<file path="src/design/stxrx_pkg.sv">
// Shared types, constants and the CRC-8 step for the STX/ETX frame receiver.
`timescale 1ns / 1ps

package stxrx_pkg;

	// Reflected CRC-8 polynomial and bit mask
	localparam logic [7:0] CRC_POLY = 8'h8C;
	localparam logic [7:0] CRC_LSB  = 8'h01;

	// Configuration register indexes
	localparam logic [1:0] REG_START_CODE = 2'd0;
	localparam logic [1:0] REG_END_CODE   = 2'd1;
	localparam logic [1:0] REG_MAX_LENGTH = 2'd2;

	// Register reset values
	localparam logic [7:0] START_CODE_RST = 8'h02;
	localparam logic [7:0] END_CODE_RST   = 8'h03;
	localparam logic [7:0] MAX_LENGTH_RST = 8'd64;

	// Result kinds
	localparam logic KIND_PAYLOAD = 1'b0;
	localparam logic KIND_FINISH  = 1'b1;

	// Frame finish status
	typedef enum logic [1:0] {
		STATUS_GOOD     = 2'd0,
		STATUS_MISMATCH = 2'd1,
		STATUS_OVERFLOW = 2'd2
	} status_t;

	// One result word
	typedef struct packed {
		logic        kind;
		logic [7:0]  payload_byte;
		status_t     frame_status;
		logic [7:0]  frame_length;
		logic [7:0]  computed_crc;
	} result_t;

	// Fold one byte into the running CRC, LSB first
	function automatic logic [7:0] crc_fold(input logic [7:0] crc, input logic [7:0] data);
		logic [7:0] c;
		logic [7:0] b;
		logic       mix;
		c = crc;
		b = data;
		for (int i = 0; i < 8; i++) begin
			mix = ((c ^ b) & CRC_LSB) != 8'd0;
			c = c >> 1;
			if (mix) begin
				c = c ^ CRC_POLY;
			end
			b = b >> 1;
		end
		return c;
	endfunction

endpackage

</file>
<file path="src/design/stx_etx_frame_receiver_crc8.sv">
// Top level of the STX/ETX frame receiver with CRC-8 check.
`timescale 1ns / 1ps

// Usage:
//   Input channel (in_valid, in_stall, rx_byte) takes one received serial byte
//   per word. Bytes before the start code are dropped. Inside a frame each
//   payload byte comes out as a kind 0 word with the running length and CRC;
//   the byte after the end code is the checksum and closes the frame with a
//   kind 1 word (good or CRC mismatch); an over-long frame ends in overflow.
//   Output channel (out_valid, out_stall) carries the result fields.
//   Each result is registered into the output word, or the skid register.
//   Throughput: one byte per cycle while in_stall is low; the CRC step is an
//   unrolled 8-bit fold in the state update path.
//   When the receiver stalls, the output word holds and one more result
//   lands in a skid register; in_stall rises only while that skid is full.
//   Bytes that give no result are taken as long as in_stall is low.
//   Reset (arst_n low) returns the receiver to waiting for a start code,
//   empties the output and loads start 0x02, end 0x03, max length 64.
//   Configuration writes (cfg_we, cfg_index, cfg_data) take effect at once
//   and are meant for idle periods; unknown indexes are ignored.

module stx_etx_frame_receiver_crc8 (
	input  logic       clk,
	input  logic       arst_n,
	input  logic       cfg_we,
	input  logic [1:0] cfg_index,
	input  logic [7:0] cfg_data,
	input  logic       in_valid,
	output logic       in_stall,
	input  logic [7:0] rx_byte,
	output logic       out_valid,
	input  logic       out_stall,
	output logic       kind,
	output logic [7:0] payload_byte,
	output logic [1:0] frame_status,
	output logic [7:0] frame_length,
	output logic [7:0] computed_crc
);

	logic [7:0] start_code_q;
	logic [7:0] end_code_q;
	logic [7:0] max_length_q;

	logic       in_frame_q;
	logic       expect_chk_q;
	logic [7:0] crc_q;
	logic [7:0] count_q;

	logic       in_frame_d;
	logic       expect_chk_d;
	logic [7:0] crc_d;
	logic [7:0] count_d;

	logic                 res_v;
	stxrx_pkg::result_t   res;

	logic                 out_v_q;
	stxrx_pkg::result_t   out_q;
	logic                 skid_v_q;
	stxrx_pkg::result_t   skid_q;

	logic in_acc;
	logic out_take;

	assign in_stall = skid_v_q;
	assign in_acc   = in_valid && !in_stall;
	assign out_take = out_v_q && !out_stall;

	// Configuration registers
	always_ff @(posedge clk or negedge arst_n) begin
		if (!arst_n) begin
			start_code_q <= stxrx_pkg::START_CODE_RST;
			end_code_q   <= stxrx_pkg::END_CODE_RST;
			max_length_q <= stxrx_pkg::MAX_LENGTH_RST;
		end else if (cfg_we) begin
			case (cfg_index)
				stxrx_pkg::REG_START_CODE: start_code_q <= cfg_data;
				stxrx_pkg::REG_END_CODE:   end_code_q   <= cfg_data;
				stxrx_pkg::REG_MAX_LENGTH: max_length_q <= cfg_data;
				default: ;
			endcase
		end
	end

	// Frame parser: next state and result for the byte at the input
	always_comb begin
		in_frame_d   = in_frame_q;
		expect_chk_d = expect_chk_q;
		crc_d        = crc_q;
		count_d      = count_q;
		res_v        = 1'b0;
		res.kind         = stxrx_pkg::KIND_PAYLOAD;
		res.payload_byte = 8'd0;
		res.frame_status = stxrx_pkg::STATUS_GOOD;
		res.frame_length = count_q;
		res.computed_crc = crc_q;
		if (!in_frame_q) begin
			if (rx_byte == start_code_q) begin
				in_frame_d   = 1'b1;
				expect_chk_d = 1'b0;
				crc_d        = 8'd0;
				count_d      = 8'd0;
			end
		end else if (expect_chk_q) begin
			res_v            = 1'b1;
			res.kind         = stxrx_pkg::KIND_FINISH;
			res.frame_status = (rx_byte == crc_q) ? stxrx_pkg::STATUS_GOOD
			                                      : stxrx_pkg::STATUS_MISMATCH;
			in_frame_d   = 1'b0;
			expect_chk_d = 1'b0;
			crc_d        = 8'd0;
			count_d      = 8'd0;
		end else if (rx_byte == start_code_q) begin
			// restart: the open frame is dropped without a result
			expect_chk_d = 1'b0;
			crc_d        = 8'd0;
			count_d      = 8'd0;
		end else if (rx_byte == end_code_q) begin
			expect_chk_d = 1'b1;
		end else if (count_q >= max_length_q) begin
			res_v            = 1'b1;
			res.kind         = stxrx_pkg::KIND_FINISH;
			res.frame_status = stxrx_pkg::STATUS_OVERFLOW;
			in_frame_d   = 1'b0;
			expect_chk_d = 1'b0;
			crc_d        = 8'd0;
			count_d      = 8'd0;
		end else begin
			res_v            = 1'b1;
			res.payload_byte = rx_byte;
			crc_d            = stxrx_pkg::crc_fold(crc_q, rx_byte);
			count_d          = count_q + 8'd1;
			res.frame_length = count_d;
			res.computed_crc = crc_d;
		end
	end

	// Frame state
	always_ff @(posedge clk or negedge arst_n) begin
		if (!arst_n) begin
			in_frame_q   <= 1'b0;
			expect_chk_q <= 1'b0;
			crc_q        <= 8'd0;
			count_q      <= 8'd0;
		end else if (in_acc) begin
			in_frame_q   <= in_frame_d;
			expect_chk_q <= expect_chk_d;
			crc_q        <= crc_d;
			count_q      <= count_d;
		end
	end

	// Output register and skid: valid flags
	always_ff @(posedge clk or negedge arst_n) begin
		if (!arst_n) begin
			out_v_q  <= 1'b0;
			skid_v_q <= 1'b0;
		end else if (out_take) begin
			if (skid_v_q) begin
				skid_v_q <= 1'b0;
			end else begin
				out_v_q <= in_acc && res_v;
			end
		end else if (!out_v_q) begin
			out_v_q <= in_acc && res_v;
		end else if (in_acc && res_v) begin
			skid_v_q <= 1'b1;
		end
	end

	// Output register and skid: payload
	always_ff @(posedge clk) begin
		if (out_take && skid_v_q) begin
			out_q <= skid_q;
		end else if (out_take || !out_v_q) begin
			out_q <= res;
		end
		if (!out_take && out_v_q && !skid_v_q) begin
			skid_q <= res;
		end
	end

	assign out_valid    = out_v_q;
	assign kind         = out_q.kind;
	assign payload_byte = out_q.payload_byte;
	assign frame_status = out_q.frame_status;
	assign frame_length = out_q.frame_length;
	assign computed_crc = out_q.computed_crc;

	// Checks
	a_skid_needs_out: assert property (@(posedge clk) disable iff (!arst_n)
		skid_v_q |-> out_v_q)
		else $error("skid word held while output empty");

	a_chk_in_frame: assert property (@(posedge clk) disable iff (!arst_n)
		expect_chk_q |-> in_frame_q)
		else $error("checksum armed outside a frame");

	a_payload_status: assert property (@(posedge clk) disable iff (!arst_n)
		(out_v_q && out_q.kind == stxrx_pkg::KIND_PAYLOAD)
		|-> (out_q.frame_status == stxrx_pkg::STATUS_GOOD && out_q.frame_length != 8'd0))
		else $error("payload word with status or zero length");

	a_finish_zero: assert property (@(posedge clk) disable iff (!arst_n)
		(out_v_q && out_q.kind == stxrx_pkg::KIND_FINISH) |-> out_q.payload_byte == 8'd0)
		else $error("finish word carries payload byte");

	a_result_lands: assert property (@(posedge clk) disable iff (!arst_n)
		(in_acc && res_v && !out_v_q) |=> out_v_q)
		else $error("result lost on empty output");

endmodule

</file>
<file path="config.mk">
export PLATFORM = sky130hd
export DESIGN_NAME = stx_etx_frame_receiver_crc8
export DESIGN_NICKNAME = d
export VERILOG_FILES = /design/src/design/stxrx_pkg.sv /design/src/design/stx_etx_frame_receiver_crc8.sv
export SDC_FILE = /design/constraint.sdc
export NUM_CORES = 1
export LEC_CHECK = 0
export BUFFER_PORTS_ARGS = -buffer_cell sky130_fd_sc_hd__clkbuf_2
export CORE_MARGIN = 2
export CORE_UTILIZATION = 30
export CTS_BUF_LIST = sky130_fd_sc_hd__clkbuf_16
export CTS_CLUSTER_DIAMETER = 40
export DETAILED_ROUTE_END_ITERATION = 8
export HOLD_SLACK_MARGIN = 0.03
export PLACE_DENSITY = 0.55
export SYNTH_ARGS = -nofsm -noshare
export SYNTH_HDL_FRONTEND = slang
export SYNTH_SLANG_ARGS = --single-unit
</file>
<file path="constraint.sdc">
create_clock -name clk -period 2.65 [get_ports clk]
set_clock_uncertainty 0.15 [all_clocks]
set_input_delay 0.265 -clock clk [delete_from_list [all_inputs] [get_ports clk]]
set_output_delay 0.265 -clock clk [all_outputs]
set_load 0.005 [all_outputs]
</file>
After elaboration in Yosys (flattened, before gate mapping)

Cells that the tools add are included.

Bits in registers: 98
Bits of input ports: 23
Word-level logic and storage cells: 155

$add $sub $neg: 1
Magnitude comparators: 1
Eq/ne operators: 7
Mux-type cells: 89
Bitwise operators: 16
Reduce and logical (&&, ||, !) cells: 22

Operators with widths:

| kind                | number |
|---|---|
| $mux 8              | 56 |
| $mux 27             | 5 |
| $mux 16             | 2 |
| $eq 8x8->1          | 3 |
| $mux 1              | 24 |
| $not 2->3           | 8 |
| $reduce_and 2->1    | 5 |
| $add 8x1->8 const B | 1 |
| $ge 8x8->1          | 1 |
| $reduce_bool 2->1   | 4 |
| $xor 1x1->1         | 8 |
| $logic_and 1x1->1   | 6 |
| $logic_not 1->1     | 4 |
| $mux 2              | 2 |
| $ne 3x3->1 const B  | 1 |
| $reduce_and 3->1    | 1 |
| $eq 2x1->1 const B  | 1 |
| $eq 2x2->1 const B  | 1 |
| $logic_not 2->1     | 1 |
| $ne 2x2->1 const B  | 1 |
| $logic_or 1x1->1    | 1 |

Longest topological paths before layout

Gate-level depths: netlist (run 1).

Word-level depth: 58
Depth in mapped cells: 11

Worst setup path after synthesis (run 1)

Ideal clock, no wire load.

Kind: flip-flop to flip-flop
Start point: register out_v_q, in the netlist out_valid
End point: register skid_q[0] in the netlist's numbering, enable pin
Library setup time: 0.411 ns
Arrival time: 2.337 ns
Required time: 2.089 ns
Slack: -0.247 ns
Cell stages (with the launch flop): 3
Buffers on the path: 0
Period minus slack after synthesis: 2.897 ns
Cell sequence: dfrtp_1 > nand2_1 > nor2_1

Word-level cells in the longest chain between the ends: 4

Ends and longest elaborated chain:

| item                              | line                               | RTL |
|---|---|---|
| from (decl)                       | stx_etx_frame_receiver_crc8.sv:57  | `logic out_v_q;` |
| from (signal assigned)            | stx_etx_frame_receiver_crc8.sv:162 | `out_v_q <= in_acc && res_v;` |
| from (signal assigned)            | stx_etx_frame_receiver_crc8.sv:165 | `out_v_q <= in_acc && res_v;` |
| $logic_and 1x1->1                 | stx_etx_frame_receiver_crc8.sv:67  | `assign out_take = out_v_q && !out_stall;` |
| $logic_not 1->1                   | stx_etx_frame_receiver_crc8.sv:178 | `if (!out_take && out_v_q && !skid_v_q) begin` |
| $logic_and 1x1->1 * (2 in series) | stx_etx_frame_receiver_crc8.sv:178 |  |
| to (signal assigned)              | stx_etx_frame_receiver_crc8.sv:179 | `skid_q <= res;` |
| to (decl)                         | stx_etx_frame_receiver_crc8.sv:60  | `stxrx_pkg::result_t skid_q;` |

Every way passes the cells marked *; elsewhere a longest branch is shown, timed or not.
A chain may end at the register's enable or synchronous reset.

==> impl_metrics.tcl, run 1 <==
set metrics [dict create \
    outcome "finished with violations" \
    violations "negative setup slack" \
    maxCapViolations 0 \
    crit_fanout 7 \
    fill_cells 1524 \
    ys_warn_count 0 \
    setup_viol 8 \
    cts_max_path_buffers 2 \
    hold_viol_final 0 \
    grt_usage_pct 12.70 \
    worstHoldStart "cfg_data[5]" \
    ys_types 45 \
    vdd_ir_drop_max_mv 0.3531 \
    synth-main-ff-cell "edfxtp_1" \
    synth_compound_area_share_pct 7.437 \
    cts_tree "done" \
    grt_pass1_wl_microns 16450 \
    clk_latency_ns 0.35 \
    grt_max_degree 35 \
    first_iter_violations 157 \
    drive_gt1_share_pct 40.00 \
    vias_per_cell 4.485 \
    grt_overflow 0 \
    rows 46 \
    synth-xor-area-share_pct 7.437 \
    die_w_microns 130.2 \
    io-pin-count 52 \
    ant_nets 0 \
    powerDensity_mw_per_mm2 860.6 \
    arrival_ns 2.66 \
    die_area_sq_mm 0.01695 \
    root_buffer "clkbuf_16" \
    synth_area_sq_mm 0.004778 \
    synthMuxAreaShare_pct 12.62 \
    yosysSeqAreaShare_pct 57.08 \
    ys_async_sr_fraction_pct 44.90 \
    routed_wl_microns 10030 \
    cp.required_ns 2.60 \
    synthAdderAreaFrac_pct 2.618 \
    design_area_sq_mm 0.005958 \
    syn2layout_area_growth_pct 24.69 \
    nets 488 \
    endpoint_kind "register" \
    yosys.area_share.simple_pct 10.05 \
    gp_congestion 0.8186 \
    reg2reg_depth 8 \
    ys_ff_latch 98 \
    slew-limit-headroom_pct 68.11 \
    cts_buffers 9 \
    leakagePower_uw 0.002611 \
    hp-class "primary input to register" \
    first_global_vias 3097 \
    clkTransAtPathRegs_ns 0.07 \
    utilization_pct 37.92 \
    route.detailed.drc 0 \
    slew_viol_final 0 \
    rsz0062_at_grt "true" \
    r2r_slack_ns -0.06 \
    synth_edf_count 54 \
    fmax_mhz 369.2 \
    period_share_pct 102.2 \
    tightestPinTransition_ns 0.4783 \
    layout_commonest_cell "edfxtp_1" \
    cts_max_level 3 \
    finalPower_uw 5127 \
    multi_input_area_sq_mm 0.002037 \
    timing.rr.end "computed_crc[6]" \
    wl_per_cell_microns 14.84 \
    hold_end "start_code_q[5]" \
    r2r-start "count_q[1]" \
    dp_hpwl_microns 7527 \
    synth_cells 363 \
    start_util_pct 30.41 \
    dr.pass1.iters 4 \
    synth_top_family_by_area "multiplexers" \
    synth.net_count 396 \
    core_sq_mm 0.01571 \
    final_cell_mix "edfxtp_1, clkbuf_2, dfrtp_1" \
    worstSetupPathType "register to register" \
    holdPathStages 2 \
    io_buffers 51 \
    period_needed_ns 2.709 \
    die_h_microns 130.2 \
    antenna_found_initial 0 \
    antenna_cells_inserted 0 \
    start_kind "register" \
    layout_setup_ws_ns -0.05881 \
    routed-via-count 3032 \
    clkSinkCount 98 \
    avgSynthCellArea_sq_um 13.16 \
    placed_area_sq_mm 0.005555 \
    seq_area_sq_mm 0.002729 \
]
## cell families after synthesis
| family | after synthesis |
|---|---|
| xor+xnor | 38 |
| flops | 98 |
| fa+ha+maj | 10 |
| buf+inv | 26 |
| mux | 54 |
| compound gates | 48 |
| simple gates | 89 |
## synth_stat cells, drive strengths merged (2+ instances only)
master	count	area, sq um
nand4	4	31.28
nand3	13	65.06
xor2	21	191.4
clkbuf	6	22.52
nor2	13	48.80
dfstp	4	105.1
and3	4	25.02
or3	10	62.56
o21ai	11	55.05
a21oi	7	38.79
ha	10	125.1
xnor2	17	163.9
buf	7	60.05
mux2	50	563.0
a31oi	11	68.82
nand3b	2	15.01
mux2i	4	40.04
dfrtp	40	1001
a22o	9	78.83
o31ai	2	15.01
o311ai	3	48.80
and2	11	68.82
edfxtp	54	1622
nand2	22	90.09
inv	13	48.80
nor4	5	37.53
## per-stage QoR
| stage | setup TNS (ns) | std cells | hold slack, ns | setup slack (ns) |
|---|---|---|---|---|
| floorplan | -0.2015 | 363 | -0.1806 | -0.03776 |
| global placement | -0.9288 | 657 | 0.09077 | -0.1251 |
| detailed placement | -1.380 | 657 | 0.09768 | -0.1570 |
| CTS | -0.4754 | 676 | 0.03315 | -0.06763 |
| global route | -2.150 | 676 | 0.05433 | -0.1206 |
| finish | -0.3064 | 676 | 0.04499 | -0.05881 |
## how the worst max path moves through the flow
| stage | start | endpoint | depth (start not counted) |
|---|---|---|---|
| after floorplan | count_q[2] | computed_crc[5] | 8 |
| after global placement | max_length_q[6] | computed_crc[2] | 9 |
| after detailed placement | max_length_q[2] | computed_crc[5] | 9 |
| after CTS | count_q[1] | computed_crc[6] | 8 |
| after global routing | max_length_q[1] | computed_crc[6] | 9 |
| final | count_q[1] | computed_crc[6] | 8 |
## routing by layer
| layer | vias to the layer above | part of all wire [%] | global-route usage (%) |
|---|---|---|---|
| met1 | 1461 | 50 | 17.96 |
| met5 | - | 0 | 0 |
| li1 | 1514 | - | - |
| met4 | 0 | 1.8 | 5.313 |
| met2 | 45 | 45 | 19.28 |
| met3 | 12 | 3.0 | 2.214 |
## repair_timing
| action | in CTS | in global routing |
|---|---|---|
| hold endpoints to repair | 21 | 0 |
| setup endpoints to repair | 24 | 32 |
| gates resized for setup | 18 | 7 |
| pin swaps | 1 | 1 |
| hold buffers | 2 | 0 |
| buffers inserted | 1 | 0 |
## registers in the layout (all words and copies together), names as in the netlist
signal and flops:
skid_q 27, computed_crc 8, count_q 8, crc_q 8
end_code_q 8, frame_length 8, max_length_q 8, payload_byte 8
start_code_q 8, frame_status 2, expect_chk_q 1, in_frame_q 1
in_stall 1, kind 1, out_valid 1
## critical path, stage by stage (launching register included)
cell,delay [ns]
dfrtp_1,0.40
ha_2,0.18
or4_4,0.52
a21oi_2,0.13
o31a_4,0.15
and4_4,0.23
buf_8,0.14
mux2_4,0.31
mux2_4,0.26
## final cells by class
class	count	area share, %
clock inverter	7	0.8400
tap	216	4.536
sequential	98	45.80
multi-input combinational	239	34.19
timing repair buffer	94	10.04
inverter	13	0.8190
clock buffer	9	3.780
## report_power, final
part           total, uW  switching, uW  internal [uW]  leakage, uW
Sequential          2200            172           2020      0.00112
Combinational       1710            839            875      0.00136
Clock               1220            576            641     0.000132
Note: power is estimated with default switching activity, not from simulation.
==> run 2: changes to the inputs <==
--- a/config.mk
+++ b/config.mk
@@ -14,4 +14,5 @@
 export HOLD_SLACK_MARGIN = 0.03
 export PLACE_DENSITY = 0.55
+export SKIP_CTS_REPAIR_TIMING = 1
 export SYNTH_ARGS = -nofsm -noshare
 export SYNTH_HDL_FRONTEND = slang
==> constraint.sdc (replaced) <==
create_clock -name clk -period 2.65 [get_ports clk]
set_clock_uncertainty 0.15 [all_clocks]
set_input_delay 0.53 -clock clk [delete_from_list [all_inputs] [get_ports clk]]
set_output_delay 0.53 -clock clk [all_outputs]
set_load 0.005 [all_outputs]
==> run 2 against run 1 <==
Clock-buffer cell count stayed put. Critical path depth is 1 lower. Core utilization is 1.6 points higher. The flow still finishes with violations (negative setup slack). Largest cell class unchanged. Largest power group unchanged. Global-route usage is 0.45 points higher. Fmax is 0.62% higher.
==> impl_metrics.tcl, run 2 (synthesis results as in run 1) <==
set metrics [dict create \
    grt_overflow 0 \
    final_cell_mix "edfxtp_1, clkbuf_2, buf_4" \
    cp-startpoint "count_q[2]" \
    first_iter_violations 176 \
    layout_setup_ws_ns -0.04217 \
    dr.pass1.iters 4 \
    period_needed_ns 2.692 \
    io-pin-count 52 \
    worstSetupPathType "register to register" \
    clkPwrFrac_pct 27.8 \
    hold_viol_final 0 \
    leakagePower_uw 0.002720 \
    slew-limit-headroom_pct 56.44 \
    vias_per_cell 4.622 \
    start_kind "register" \
    root_buffer "clkbuf_16" \
    rsz0062_at_grt "true" \
    endpoint_kind "register" \
    setup_viol 14 \
    powerDensity_mw_per_mm2 890.5 \
    slew_viol_final 0 \
    cts_max_path_buffers 2 \
    cts_buffers 9 \
    cp_slowest_cell "dfrtp_1" \
    utilization_pct 39.56 \
    routed_wl_microns 10730 \
    setup_tns_ns -0.4317 \
    clkSinkCount 98 \
    vdd_ir_drop_max_mv 0.3744 \
    critPathMaxStageDelay_ns 0.42 \
    nets 499 \
    p_sw_share_pct 29.61 \
    start_util_pct 30.41 \
    regMostFlops "skid_q" \
    tightestPinTransition_ns 0.6534 \
    largest_reg_flops 27 \
    fmax_mhz 371.4 \
    cts_max_level 3 \
    syn2layout_area_growth_pct 30.09 \
    cp.required_ns 2.61 \
    clkTransAtPathRegs_ns 0.07 \
    wl_per_cell_microns 15.62 \
    holdWs_ns 0.04449 \
    power.internal_uw 3896 \
    grt_pass1_wl_microns 16910 \
    path_delay_family "simple AND/OR/NAND/NOR gates" \
    period_share_pct 101.6 \
    combinationalPowerShare_pct 32.4 \
    dp_slack_ns -0.3271 \
    clk_latency_ns 0.35 \
    gp_congestion 0.7741 \
    io_buffers 51 \
    arrival_ns 2.65 \
    routed-via-count 3175 \
    dp_hpwl_microns 7604 \
    die_h_microns 130.2 \
    cts_tree "done" \
    switchingPower_uw 1639 \
    violations "negative setup slack" \
    r2r_slack_ns -0.04 \
    r2r-start "count_q[2]" \
    antenna_cells_inserted 0 \
    rows 46 \
    grt_max_degree 35 \
    grt_usage_pct 13.15 \
    layout_commonest_cell "edfxtp_1" \
    die_w_microns 130.2 \
    antenna_found_initial 0 \
    hp-class "primary input to asynchronous set/reset pin" \
    route.detailed.drc 0 \
    critPathBufInv 0 \
    maxCapViolations 0 \
    reg2reg_depth 7 \
    core_sq_mm 0.01571 \
    crit_fanout 5 \
    ant_nets 0 \
    path_cells "ha_2 -> or3_1 -> a21oi_2 -> o31a_4 -> and4_4 -> mux2_4 -> mux2_4" \
    timing.rr.end "computed_crc[5]" \
    pwr-share-seq_pct 39.8 \
    outcome "finished with violations" \
    drive_gt1_share_pct 44.37 \
    die_area_sq_mm 0.01695 \
    first_global_vias 3214 \
    cpMostUsedCell "mux2_4" \
]
run 2: layout make-up:
| type | instances | area (sq um) |
|---|---|---|
| Timing Repair Buffer | 104 | 706.9 |
| Tap cell | 216 | 270.3 |
| Inverter | 13 | 48.80 |
| Clock inverter | 7 | 125.1 |
| Multi-Input combinational cell | 240 | 2111 |
| Clock buffer | 9 | 225.2 |
| Fill cell | 1504 | 9497 |
| Sequential cell | 98 | 2729 |
run 2: metrics by stage:
stage | cells | power, uW | instance area, sq um
3_5_place_dp | 665 | 3878 | 5643
6_report | 687 | 5535 | 6216
4_1_cts | 681 | 5427 | 5993
3_3_place_gp | 665 | 3844 | 5643
5_1_grt | 687 | 5851 | 6216
2_1_floorplan | 363 | 3294 | 4815
run 2: how the worst max path moves through the flow:
stage	endpoint	slack, ns	cells past startpoint
detailed placement	computed_crc[5]	-0.33	8
finish	computed_crc[5]	-0.04	7
floorplan	computed_crc[5]	-0.04	8
global placement	computed_crc[5]	-0.31	8
global route	frame_length[3]	-0.15	10
CTS	computed_crc[5]	-0.34	8
run 2: power groups by stage:
| stage | registers (uW) | logic, uW | clock network (uW) |
|---|---|---|---|
| after floorplan | 2220 | 1080 | 0 |
| after global placement | 2230 | 1620 | 0 |
| after detailed placement | 2230 | 1640 | 0 |
| after CTS | 2200 | 1660 | 1570 |
| after global routing | 2240 | 1980 | 1630 |
| final | 2200 | 1800 | 1540 |
run 2: layer usage:
| metal | vias up | global-route usage [%] | routed length, microns |
|---|---|---|---|
| li1 | 1548 | - | - |
| met1 | 1556 | 18.59 | 5262 |
| met2 | 59 | 19.90 | 4873 |
| met3 | 12 | 2.378 | 396 |
| met4 | 0 | 5.503 | 198 |
| met5 | - | 0 | 0 |
==> run 3: changes to the inputs <==
ABC_AREA = 1   (was not set)
==> run 3 against run 2 <==
Synthesized cell count grew 76%. Global-route usage rose by 1.1 points. Final cell count is 36% higher. Routed wire length is 12% higher. Sequential power grew 4%. The flow now finishes without violations.
==> impl_metrics.tcl, run 3 <==
set metrics [dict create \
    outcome "completed" \
    powerDensity_mw_per_mm2 878.8 \
    antenna_found_initial 0 \
    avgSynthCellArea_sq_um 8.301 \
    setup_tns_ns 0 \
    hp-class "primary input to register" \
    grt_max_degree 29 \
    pwr-share-seq_pct 42.3 \
    reg2reg_depth 10 \
    setup_viol 0 \
    rsz0062_at_grt "false" \
    largest_reg_flops 27 \
    regMostFlops "skid_q" \
    die_w_microns 136.9 \
    design_area_sq_mm 0.006156 \
    ant_nets 0 \
    holdWs_ns 0.2964 \
    syn2layout_area_growth_pct 16.23 \
    ys_ff_latch 98 \
    ys_top_cells_by_area "edfxtp_1, dfrtp_1, nand2_1" \
    slew_viol_final 0 \
    fmax_mhz 439.3 \
    die_h_microns 136.9 \
    maxCapViolations 0 \
    synth_area_sq_mm 0.005296 \
    vdd_ir_drop_max_mv 0.4174 \
    combinationalPowerShare_pct 34.6 \
    holdPathStages 3 \
    switchingPower_uw 1983 \
    nets 735 \
    path_cells "inv_1 -> ha_1 -> nand2_1 -> nor2_1 -> nor2_1 -> nand2_1 -> nor2_4 -> buf_4 -> nand3_1 -> and2_4" \
    synth_top_cells_by_count "nand2_1, inv_1, edfxtp_1" \
    synth_edf_count 54 \
    synth_cells 638 \
    endpoint_kind "register" \
    core_sq_mm 0.01730 \
    stdcell_count 932 \
    ys_warn_count 0 \
    cts_max_path_buffers 2 \
    synth.net_count 671 \
    yosysSeqAreaShare_pct 51.50 \
    period_needed_ns 2.276 \
    die_area_sq_mm 0.01873 \
    timing.rr.end "skid_q[0]" \
    hold_end "in_stall" \
    io_buffers 51 \
    period_share_pct 85.90 \
    r2r_slack_ns 0.37 \
    yosysMostFrequentCell "nand2_1" \
    dp_hpwl_microns 9231 \
    dr.pass1.iters 5 \
    clk_latency_ns 0.36 \
    first_iter_violations 200 \
    routed-via-count 4090 \
    critPathMaxStageDelay_ns 0.53 \
    leakagePower_uw 0.003086 \
    ys_async_sr_fraction_pct 44.90 \
    fill_cells 1844 \
    cp.required_ns 2.62 \
    clkPwrFrac_pct 23.1 \
    rows 48 \
    route.detailed.drc 0 \
    tightestPinTransition_ns 0.5343 \
    ys_types 31 \
    power.internal_uw 3427 \
    first_global_vias 3890 \
    antenna_cells_inserted 0 \
    gp_congestion 0.8392 \
    grt_overflow 0 \
    grt_pass1_wl_microns 20280 \
    clkTransAtPathRegs_ns 0.07 \
    p_sw_share_pct 36.66 \
    hold_viol_final 0 \
    worstHoldStart "out_stall" \
    r2r-start "max_length_q[6]" \
    cts_buffers 9 \
    crit_fanout 17 \
    root_buffer "clkbuf_16" \
    layout_commonest_cell "nand2_1" \
    vias_per_cell 4.388 \
    yosysTopAreaCell "edfxtp_1" \
    final_cell_mix "nand2_1, inv_1, edfxtp_1" \
    dp.cells 915 \
    cts_max_level 3 \
    slew-limit-headroom_pct 64.38 \
    synth-main-ff-cell "edfxtp_1" \
    placed_area_sq_mm 0.005867 \
    start_kind "register" \
    routed_wl_microns 12060 \
    arrival_ns 2.24 \
    cp_slowest_cell "dfstp_2" \
    worstSetupPathType "register to register" \
    cts_tree "done" \
    drive_gt1_share_pct 17.26 \
    wl_per_cell_microns 12.94 \
    start_util_pct 30.62 \
    clkSinkCount 98 \
    grt_usage_pct 14.24 \
    netlist.area_leader.share_pct 30.62 \
    io-pin-count 52 \
]
## run 3: cell count changes after synthesis, sizes merged, moves of 26 or more
cell,delta
nor2,+26
inv,+70
mux2,-50
nand2,+246
nand3,+32
o21ai,+27
## run 3: worst max path at each step
| stage | to | cells past startpoint | startpoint |
|---|---|---|---|
| after CTS | skid_q[0] | 10 | max_length_q[6] |
| after detailed placement | skid_q[2] | 11 | rx_byte[7] |
| after floorplan | skid_q[0] | 2 | out_stall |
| final | skid_q[0] | 10 | max_length_q[6] |
| after global placement | skid_q[2] | 12 | rx_byte[6] |
| after global routing | frame_length[7] | 11 | max_length_q[6] |
## run 3: per-stage QoR
| stage | utilization (%) | worst slack [ns] | power, uW |
|---|---|---|---|
| detailed placement | 33.92 | 0.3254 | 4211 |
| CTS | 35.53 | 0.3487 | 5473 |
| global placement | 33.92 | 0.3275 | 4188 |
| finish | 35.59 | 0.3735 | 5410 |
| floorplan | - | 0.1333 | 3603 |
| global route | 35.59 | 0.1179 | 5864 |
## run 3: power by group through the flow
stage / Clock (uW) / Sequential, uW / Combinational [uW]
detailed placement: 0 / 2320 / 1890
finish: 1250 / 2290 / 1870
CTS: 1280 / 2290 / 1900
global placement: 0 / 2320 / 1870
global route: 1340 / 2340 / 2180
floorplan: 0 / 2300 / 1300
## run 3: critical path: cells and delay by family (launching register included)
kind | cells | cell delay (ns)
flip-flops | 1 | 0.53
buffers and inverters | 2 | 0.29
AND/OR/NAND/NOR | 7 | 0.78
adder cells (fa/ha/maj) | 1 | 0.28
## run 3: kinds of logic (layout without fill, tap and decap cells)
| logic type | after synthesis | count (layout) | synth area share, % |
|---|---|---|---|
| AND/OR/NAND/NOR | 367 | 367 | 31.11 |
| flip-flops | 98 | 98 | 51.50 |
| buffers and inverters | 96 | 165 | 7.513 |
| AO/OA/AOI/OAI | 55 | 55 | 5.528 |
| XOR/XNOR | 12 | 12 | 1.984 |
| adder cells (fa/ha/maj) | 10 | 10 | 2.362 |
## run 3: metal layers
metal	GRT usage, %	wire, microns
met1	20.22	6236
met2	21.19	5027
met3	3.111	608
met4	5.384	182
met5	0	0
## run 3: final cells by class
class	instances	area, sq um	share of cell area [%]
clock buffers	9	225.2	3.659
clock inverters	7	53.80	0.8740
inverters	83	311.5	5.061
multi-input cells	444	2173	35.30
flip-flops and latches	98	2728	44.31
well taps	225	281.5	4.573
repair buffers	66	382.9	6.220
